<file path="src/design/sha_pkg.sv">
`timescale 1ns / 1ps
// ----------------------------------------------------------------------------
// sha_pkg
// Shared constants, state encoding and the rotate helper for the SHA-256 stream hasher.
// ----------------------------------------------------------------------------
package sha_pkg;

  localparam int unsigned BlockBytes = 64;
  localparam int unsigned Rounds     = 64;

  localparam logic ReqAbsorb = 1'b0;
  localparam logic ReqFinish = 1'b1;

  typedef logic [31:0] word_t;

  localparam word_t InitH [8] = '{
    32'h6a09e667, 32'hbb67ae85, 32'h3c6ef372, 32'ha54ff53a,
    32'h510e527f, 32'h9b05688c, 32'h1f83d9ab, 32'h5be0cd19
  };

  localparam word_t RoundK [64] = '{
    32'h428a2f98, 32'h71374491, 32'hb5c0fbcf, 32'he9b5dba5,
    32'h3956c25b, 32'h59f111f1, 32'h923f82a4, 32'hab1c5ed5,
    32'hd807aa98, 32'h12835b01, 32'h243185be, 32'h550c7dc3,
    32'h72be5d74, 32'h80deb1fe, 32'h9bdc06a7, 32'hc19bf174,
    32'he49b69c1, 32'hefbe4786, 32'h0fc19dc6, 32'h240ca1cc,
    32'h2de92c6f, 32'h4a7484aa, 32'h5cb0a9dc, 32'h76f988da,
    32'h983e5152, 32'ha831c66d, 32'hb00327c8, 32'hbf597fc7,
    32'hc6e00bf3, 32'hd5a79147, 32'h06ca6351, 32'h14292967,
    32'h27b70a85, 32'h2e1b2138, 32'h4d2c6dfc, 32'h53380d13,
    32'h650a7354, 32'h766a0abb, 32'h81c2c92e, 32'h92722c85,
    32'ha2bfe8a1, 32'ha81a664b, 32'hc24b8b70, 32'hc76c51a3,
    32'hd192e819, 32'hd6990624, 32'hf40e3585, 32'h106aa070,
    32'h19a4c116, 32'h1e376c08, 32'h2748774c, 32'h34b0bcb5,
    32'h391c0cb3, 32'h4ed8aa4a, 32'h5b9cca4f, 32'h682e6ff3,
    32'h748f82ee, 32'h78a5636f, 32'h84c87814, 32'h8cc70208,
    32'h90befffa, 32'ha4506ceb, 32'hbef9a3f7, 32'hc67178f2
  };

  typedef enum logic [5:0] {
    StIdle  = 6'b000001,
    StPad   = 6'b000010,
    StLoad  = 6'b000100,
    StRound = 6'b001000,
    StAdd   = 6'b010000,
    StOut   = 6'b100000
  } state_e;

  function automatic word_t rotr(word_t v, int unsigned n);
    return (v >> n) | (v << (32 - n));
  endfunction

endpackage

</file>
<file path="src/design/sha256_stream_hasher.sv">
`timescale 1ns / 1ps
// ----------------------------------------------------------------------------
// sha256_stream_hasher
// Byte-streaming SHA-256 with block buffer and chaining value in memories.
// ----------------------------------------------------------------------------
// channel  dir  tdata fields (low bit up)                  tuser
// s_axis   in   data_byte[7:0]                             req_type
// m_axis   out  digest_word0..3 (64 b each, 256 b)         -
//
// An absorb transaction writes its byte to the block buffer; every 64th byte
// adds a compression: loading bytes and chaining words from the memories
// (registered reads), 64 rounds, then the chaining update. A finish writes
// 0x80, pads one byte a cycle to the block end (plus a further block when
// the length does not fit), compresses and hands the digest to the output
// register, waiting only while the previous digest is held. Input is held
// off while busy. Reset restores the chaining value via per-word valid bits.
module sha256_stream_hasher (
  input  logic         clk_i,
  input  logic         rst_ni,
  input  logic         s_axis_tvalid,
  output logic         s_axis_tready,
  input  logic [7:0]   s_axis_tdata,   // data_byte[7:0]
  input  logic         s_axis_tuser,   // req_type
  output logic         m_axis_tvalid,
  input  logic         m_axis_tready,
  output logic [255:0] m_axis_tdata    // digest_word0, word1, word2, word3 (64 b each)
);

  sha_pkg::state_e state_q, state_d;

  logic [7:0]     buf_mem [sha_pkg::BlockBytes];
  sha_pkg::word_t chain_mem [8];
  logic [7:0]     chain_vld_q;

  logic [6:0]     fill_q;
  logic [60:0]    total_q;
  logic           fin_q;       // finish in progress
  logic           len_q;       // current pad block carries the length
  logic [5:0]     pad_idx_q;
  logic [6:0]     cnt_q;
  sha_pkg::word_t s_q [8];
  sha_pkg::word_t w_q [16];
  logic [255:0]   dig_q;
  logic [255:0]   out_q;
  logic           out_vld_q;
  logic [7:0]     rd_q;
  sha_pkg::word_t ch_rd_q;
  logic [2:0]     ch_addr_q;

  // buffer port
  logic           bw_en;
  logic [5:0]     bw_addr, br_addr;
  logic [7:0]     bw_data;
  // chain port
  logic           cw_en;
  logic [2:0]     cr_addr, cw_addr;
  sha_pkg::word_t cw_data, ch_val;

  logic           in_acc, out_acc, out_free, absorb;
  logic [63:0]    bits;
  logic [7:0]     pad_byte;
  sha_pkg::word_t t1, t2, wn;

  assign in_acc   = s_axis_tvalid && s_axis_tready;
  assign out_acc  = m_axis_tvalid && m_axis_tready;
  assign out_free = !out_vld_q || m_axis_tready;
  assign absorb   = (s_axis_tuser == sha_pkg::ReqAbsorb);
  assign bits     = {total_q, 3'b000};

  assign s_axis_tready = (state_q == sha_pkg::StIdle);
  assign m_axis_tvalid = out_vld_q;
  assign m_axis_tdata  = out_q;

  // pad byte at position pad_idx_q
  always_comb begin
    pad_byte = 8'h00;
    if (len_q && (pad_idx_q >= 6'd56)) begin
      pad_byte = bits[{3'd7 - pad_idx_q[2:0], 3'b000} +: 8];
    end
  end

  always_ff @(posedge clk_i) begin
    if (bw_en) buf_mem[bw_addr] <= bw_data;
    rd_q <= buf_mem[br_addr];
  end

  always_ff @(posedge clk_i) begin
    if (cw_en) chain_mem[cw_addr] <= cw_data;
    ch_rd_q   <= chain_mem[cr_addr];
    ch_addr_q <= cr_addr;
  end
  assign ch_val = chain_vld_q[ch_addr_q] ? ch_rd_q : sha_pkg::InitH[ch_addr_q];

  // round datapath
  always_comb begin
    t1 = s_q[7] + (sha_pkg::rotr(s_q[4], 6) ^ sha_pkg::rotr(s_q[4], 11) ^
         sha_pkg::rotr(s_q[4], 25)) + ((s_q[4] & s_q[5]) ^ (~s_q[4] & s_q[6])) +
         sha_pkg::RoundK[cnt_q[5:0]] + w_q[0];
    t2 = (sha_pkg::rotr(s_q[0], 2) ^ sha_pkg::rotr(s_q[0], 13) ^
         sha_pkg::rotr(s_q[0], 22)) +
         ((s_q[0] & s_q[1]) ^ (s_q[0] & s_q[2]) ^ (s_q[1] & s_q[2]));
    wn = w_q[0] + (sha_pkg::rotr(w_q[1], 7) ^ sha_pkg::rotr(w_q[1], 18) ^ (w_q[1] >> 3))
         + w_q[9] + (sha_pkg::rotr(w_q[14], 17) ^ sha_pkg::rotr(w_q[14], 19) ^
         (w_q[14] >> 10));
  end

  always_comb begin
    state_d = state_q;
    bw_en   = 1'b0;
    bw_addr = fill_q[5:0];
    bw_data = s_axis_tdata;
    br_addr = cnt_q[5:0];
    cr_addr = cnt_q[2:0];
    cw_en   = 1'b0;
    cw_addr = ch_addr_q;
    cw_data = ch_val + s_q[0];
    case (state_q)
      sha_pkg::StIdle: begin
        if (in_acc) begin
          bw_en = 1'b1;
          if (!absorb) bw_data = 8'h80;
          if (fill_q == 7'd63) state_d = sha_pkg::StLoad;
          else if (!absorb) state_d = sha_pkg::StPad;
        end
      end
      sha_pkg::StPad: begin
        bw_en   = 1'b1;
        bw_addr = pad_idx_q;
        bw_data = pad_byte;
        if (pad_idx_q == 6'd63) state_d = sha_pkg::StLoad;
      end
      sha_pkg::StLoad: begin
        if (cnt_q == 7'd64) state_d = sha_pkg::StRound;
      end
      sha_pkg::StRound: begin
        if (cnt_q == 7'd63) state_d = sha_pkg::StAdd;
      end
      sha_pkg::StAdd: begin
        cw_en = (cnt_q != 7'd0);
        if (cnt_q == 7'd8) begin
          if (!fin_q) state_d = sha_pkg::StIdle;
          else if (!len_q) state_d = sha_pkg::StPad;
          else state_d = sha_pkg::StOut;
        end
      end
      sha_pkg::StOut: begin
        if (out_free) state_d = sha_pkg::StIdle;
      end
      default: state_d = sha_pkg::StIdle;
    endcase
  end

  always_ff @(posedge clk_i or negedge rst_ni) begin
    if (!rst_ni) begin
      state_q <= sha_pkg::StIdle;
      fill_q <= '0; total_q <= '0; fin_q <= 1'b0; len_q <= 1'b0;
      pad_idx_q <= '0; cnt_q <= '0; chain_vld_q <= '0; out_vld_q <= 1'b0;
    end else begin
      state_q <= state_d;
      if ((state_q == sha_pkg::StOut) && out_free) out_vld_q <= 1'b1;
      else if (out_acc) out_vld_q <= 1'b0;
      case (state_q)
        sha_pkg::StIdle: begin
          cnt_q <= '0;
          if (in_acc && absorb) begin
            total_q <= total_q + 61'd1;
            fill_q  <= (fill_q == 7'd63) ? 7'd0 : fill_q + 7'd1;
          end else if (in_acc) begin
            fin_q     <= 1'b1;
            len_q     <= (fill_q < 7'd56);
            pad_idx_q <= fill_q[5:0] + 6'd1;
            fill_q    <= '0;
          end
        end
        sha_pkg::StPad: pad_idx_q <= pad_idx_q + 6'd1;
        sha_pkg::StLoad: cnt_q <= (cnt_q == 7'd64) ? 7'd0 : cnt_q + 7'd1;
        sha_pkg::StRound: cnt_q <= (cnt_q == 7'd63) ? 7'd0 : cnt_q + 7'd1;
        sha_pkg::StAdd: begin
          if (cnt_q == 7'd8) begin
            cnt_q <= '0;
            if (fin_q && len_q) begin
              chain_vld_q <= '0;
              fin_q       <= 1'b0;
              len_q       <= 1'b0;
              total_q     <= '0;
            end else begin
              chain_vld_q <= 8'hff;
              if (fin_q) begin
                len_q     <= 1'b1;
                pad_idx_q <= '0;
              end
            end
          end else begin
            cnt_q <= cnt_q + 7'd1;
          end
        end
        default: ;
      endcase
    end
  end

  // datapath registers
  always_ff @(posedge clk_i) begin
    case (state_q)
      sha_pkg::StLoad: begin
        if (cnt_q != 7'd0) begin
          if (cnt_q[1:0] == 2'd1) begin
            for (int i = 0; i < 15; i++) w_q[i] <= w_q[i+1];
          end
          w_q[15] <= {w_q[15][23:0], rd_q};
        end
        if ((cnt_q >= 7'd1) && (cnt_q <= 7'd8)) begin
          for (int i = 0; i < 7; i++) s_q[i] <= s_q[i+1];
          s_q[7] <= ch_val;
        end
      end
      sha_pkg::StRound: begin
        s_q[7] <= s_q[6]; s_q[6] <= s_q[5]; s_q[5] <= s_q[4];
        s_q[4] <= s_q[3] + t1;
        s_q[3] <= s_q[2]; s_q[2] <= s_q[1]; s_q[1] <= s_q[0];
        s_q[0] <= t1 + t2;
        for (int i = 0; i < 15; i++) w_q[i] <= w_q[i+1];
        w_q[15] <= wn;
      end
      sha_pkg::StAdd: begin
        if (cnt_q != 7'd0) begin
          for (int i = 0; i < 7; i++) s_q[i] <= s_q[i+1];
          s_q[7] <= s_q[0];
          dig_q  <= {cw_data, dig_q[255:32]};
        end
      end
      sha_pkg::StOut: begin
        if (out_free) begin
          out_q <= {dig_q[223:192], dig_q[255:224], dig_q[159:128], dig_q[191:160],
                    dig_q[95:64], dig_q[127:96], dig_q[31:0], dig_q[63:32]};
        end
      end
      default: ;
    endcase
  end

  assert property (@(posedge clk_i) disable iff (!rst_ni)
    m_axis_tvalid && !m_axis_tready |=> m_axis_tvalid && $stable(m_axis_tdata))
    else $error("digest changed while stalled");
  assert property (@(posedge clk_i) disable iff (!rst_ni)
    $onehot(state_q))
    else $error("state not one-hot");
  assert property (@(posedge clk_i) disable iff (!rst_ni)
    !fill_q[6])
    else $error("fill count out of range");
  assert property (@(posedge clk_i) disable iff (!rst_ni)
    s_axis_tready |-> !fin_q)
    else $error("input ready during finish");

endmodule
</file>
<file path="config.mk">
export PLATFORM = sky130hd
export DESIGN_NAME = sha256_stream_hasher
export DESIGN_NICKNAME = d
export VERILOG_FILES = /design/src/design/sha_pkg.sv /design/src/design/sha256_stream_hasher.sv
export SDC_FILE = /design/constraint.sdc
export NUM_CORES = 2
export LEC_CHECK = 0
export CORE_ASPECT_RATIO = 1.1
export CORE_MARGIN = 2
export CORE_UTILIZATION = 60
export DETAILED_ROUTE_END_ITERATION = 10
export DONT_BUFFER_PORTS = 1
export GPL_TIMING_DRIVEN = 0
export PLACE_DENSITY = 0.76
export SLEW_MARGIN = 10
export SYNTH_ARGS = -nofsm -noshare
export SYNTH_HDL_FRONTEND = slang
export SYNTH_SLANG_ARGS = --single-unit
</file>
<file path="constraint.sdc">
create_clock -name clk_i -period 17.5 [get_ports clk_i]
set_clock_uncertainty 0.05 [all_clocks]
set_input_delay 1.75 -clock clk_i [delete_from_list [all_inputs] [get_ports clk_i]]
set_output_delay 1.75 -clock clk_i [all_outputs]
set_load 0.02 [all_outputs]
</file>
==> results.py <==
metrics = {
    "status": {
        "status": "finished clean",
    },
    "critical_path": {
        "slowest_stage": "buf_1",
        "rr_startpoint": "cnt_q[1]",
        "r2r_cells": 40,
        "crit_path_start_kind": "flip-flop",
        "path_class": "flip-flop to flip-flop",
        "rr_endpoint": "s_q[0][30]",
        "reg2reg_slack_ns": 3.63,
        "worstPathArrival_ns": 14.42,
        "end_kind": "flip-flop",
        "cp_slowest_stage_delay_ns": 0.98,
        "crit_required_ns": 18.05,
        "crit_fanout": 15,
    },
    "yosys": {
        "synth.distinct_cells": 99,
        "synthFlopType": "edfxtp_1",
        "synth_top_cells_by_area": "edfxtp_1, mux4_2, fa_1",
        "synth_area_per_cell_um2": 14.8,
        "synth.largest_area_cell": "edfxtp_1",
        "synthCells": 6510,
        "synth_nets": 6895,
        "synthDominantCellAreaShare_pct": 64.0,
        "ys_seq_elements": 2182,
        "synthesis.area_um2": 96200,
        "synth-async-reset-ratio_pct": 4.17,
        "synth_edf_count": 2048,
        "yosysWarnings": 0,
        "ys_seq_area_share_pct": 67.2,
    },
    "clocking": {
        "insertion_delay_ns": 0.88,
        "htree_levels": 4,
        "hold_buffers": 0,
        "path_clk_slew_ns": 0.07,
        "numCtsBuffers": 203,
        "cts.path.max_buffers": 3,
        "cts_tree": "yes",
        "post_cts_resized": 0,
        "clock_sinks": 2182,
        "root_buffer": "clkbuf_16",
        "postCtsSetupRepairBufs": 0,
    },
    "finish": {
        "layout-drive-gt1-share_pct": 9.90,
        "final.fill_count": 10600,
        "area_growth_pct": 11.2,
        "multi_input_area_um2": 29500,
        "final_area_um2": 107000,
        "register_area_um2": 64600,
        "final_common_cell": "edfxtp_1",
        "final_cell_mix": "edfxtp_1, nand2_1, nor2_1",
        "finalNetCount": 7152,
    },
    "sta": {
        "tightest_slew_ns": 1.41,
        "finalSetupViolCount": 0,
        "relSlewSlack_pct": 5.32,
        "rsz0062_at_grt": "false",
        "fmax_ghz": 0.0721,
        "hold_slack_ns": 0.338,
        "final_max_slew_viol_count": 0,
        "hold_viol_final": 0,
        "timing.final.crit_share_pct": 79.3,
        "fin_ws_ns": 3.63,
        "period_minus_slack_ns": 13.87,
    },
    "global_route": {
        "grt_pass1_wl_um": 390000,
        "grt_max_degree": 92,
        "overflow": 0,
        "track_usage_pct": 33.3,
        "antenna_found_initial": 5,
        "first_global_vias": 56400,
    },
    "routing": {
        "vias": 57600,
        "dr.pass1.iters": 7,
        "drtIter0Drc": 7916,
        "wl_per_cell_um": 29.8,
        "vias_per_cell": 6.37,
        "ant_nets": 0,
        "drcViolationCount": 0,
        "wl_um": 270000,
    },
    "job": {
        "drv_cap": 0,
    },
    "placement": {
        "place_congestion": 1.03,
        "pre_cts_ws_ns": 4.21,
        "hpwlAfterDp_um": 188000,
        "postPlaceCellArea_um2": 100000,
        "io_buffers": 0,
    },
    "floorplan": {
        "die_y_um": 424,
        "start_util_pct": 60.2,
        "die_x_um": 386,
        "core_region_area_um2": 160000,
        "pin_count": 271,
        "die_area_um2": 163000,
        "num_rows": 154,
    },
    "worst_hold_path": {
        "worst_hold_startpoint": "w_q[4][15]",
        "min_path_cells": 0,
        "hold_path.class": "flip-flop to flip-flop",
        "holdPathEnd": "w_q[3][47]",
    },
}
==> synthesized netlist by cell type, types with 34 or more instances <==
library cell	n
a21oi_1	213
mux2i_1	120
edfxtp_1	2048
a21o_1	109
ha_1	184
nand3_1	82
mux4_2	224
o21ai_1	34
nand2_1	962
inv_1	269
xor2_1	146
fa_1	188
nand2b_1	39
nor2_1	308
xnor2_1	294
dfrtp_1	90
clkbuf_1	250
nor3_1	44
dfxtp_1	43
o21ai_0	300
==> cells by family (layout without fill, tap and decap cells) <==
| logic type | after synthesis | after routing | synth area share, % |
|---|---|---|---|
| DFF | 2182 | 2182 | 67.2 |
| and+or+nand+nor | 1623 | 1623 | 7.23 |
| AOI/OAI and AO/OA | 941 | 941 | 6.08 |
| buffers and inverters | 578 | 1008 | 2.29 |
| xor gates and xnor gates | 442 | 442 | 4.06 |
| adders and majority gates | 375 | 375 | 6.34 |
| muxes | 369 | 369 | 6.79 |
| other | 0 | 4 | 0 |
==> layer usage <==
metal / share of wire (%) / global-route usage, %
met5: 0 / 0
met3: 8.8 / 5.62
met1: 37 / 44.0
met2: 48 / 53.2
met4: 6.5 / 17.9
==> sequential cells by signal, summed over array words and instances, names as in the netlist, 3 cells and up <==
signal / count
total_q: 61
pad_idx_q: 6
s_q: 256
cnt_q: 7
ch_rd_q: 32
fill_q: 7
m_axis_tdata: 256
dig_q: 256
state_q: 6
chain_mem: 256
ch_addr_q: 3
w_q: 512
buf_mem: 512
rd_q: 8
==> worst max-delay path, delay by kind of cell (launching register included) <==
kind | cells | cell delay (ns)
buffers and inverters | 9 | 3.59
and+or+nand+nor | 9 | 3.19
xor gates and xnor gates | 1 | 0.14
AOI/OAI and AO/OA | 13 | 2.66
adders and majority gates | 7 | 2.90
DFF | 1 | 0.67
muxes | 1 | 0.38
==> area by class of cell <==
class	instances	share of cell area, %
Multi-Input combinational cell	3750	27.6
Buffer	301	1.09
Sequential cell	2182	60.5
Clock buffer	248	4.95
Antenna cell	4	0.00937
Timing Repair Buffer	52	1.06
Clock inverter	130	1.37
Tap cell	2106	2.47
Inverter	277	0.973
==> stage by stage <==
step	util (%)	TNS [ns]	cells
2_1_floorplan	-	0	6510
3_3_place_gp	61.8	-3994.59	8616
3_5_place_dp	62.7	0	8667
4_1_cts	66.9	0	9045
5_1_grt	66.9	0	9048
6_report	66.9	0	9050
==> worst max-delay path by stage <==
stage,start,endpoint,depth (start not counted),slack (ns)
final,cnt_q[1],s_q[0][30],40,3.63
after global routing,cnt_q[1],s_q[0][30],40,3.44
after CTS,cnt_q[1],s_q[0][30],40,4.14
after detailed placement,cnt_q[1],s_q[0][30],40,4.21
after global placement,cnt_q[1],chain_mem[0][15],10,-5.75
after floorplan,cnt_q[0],s_q[0][0],9,2.36
Power is not shown: default switching activity piles up to over one toggle a cycle in this logic, so the estimate is an artifact.
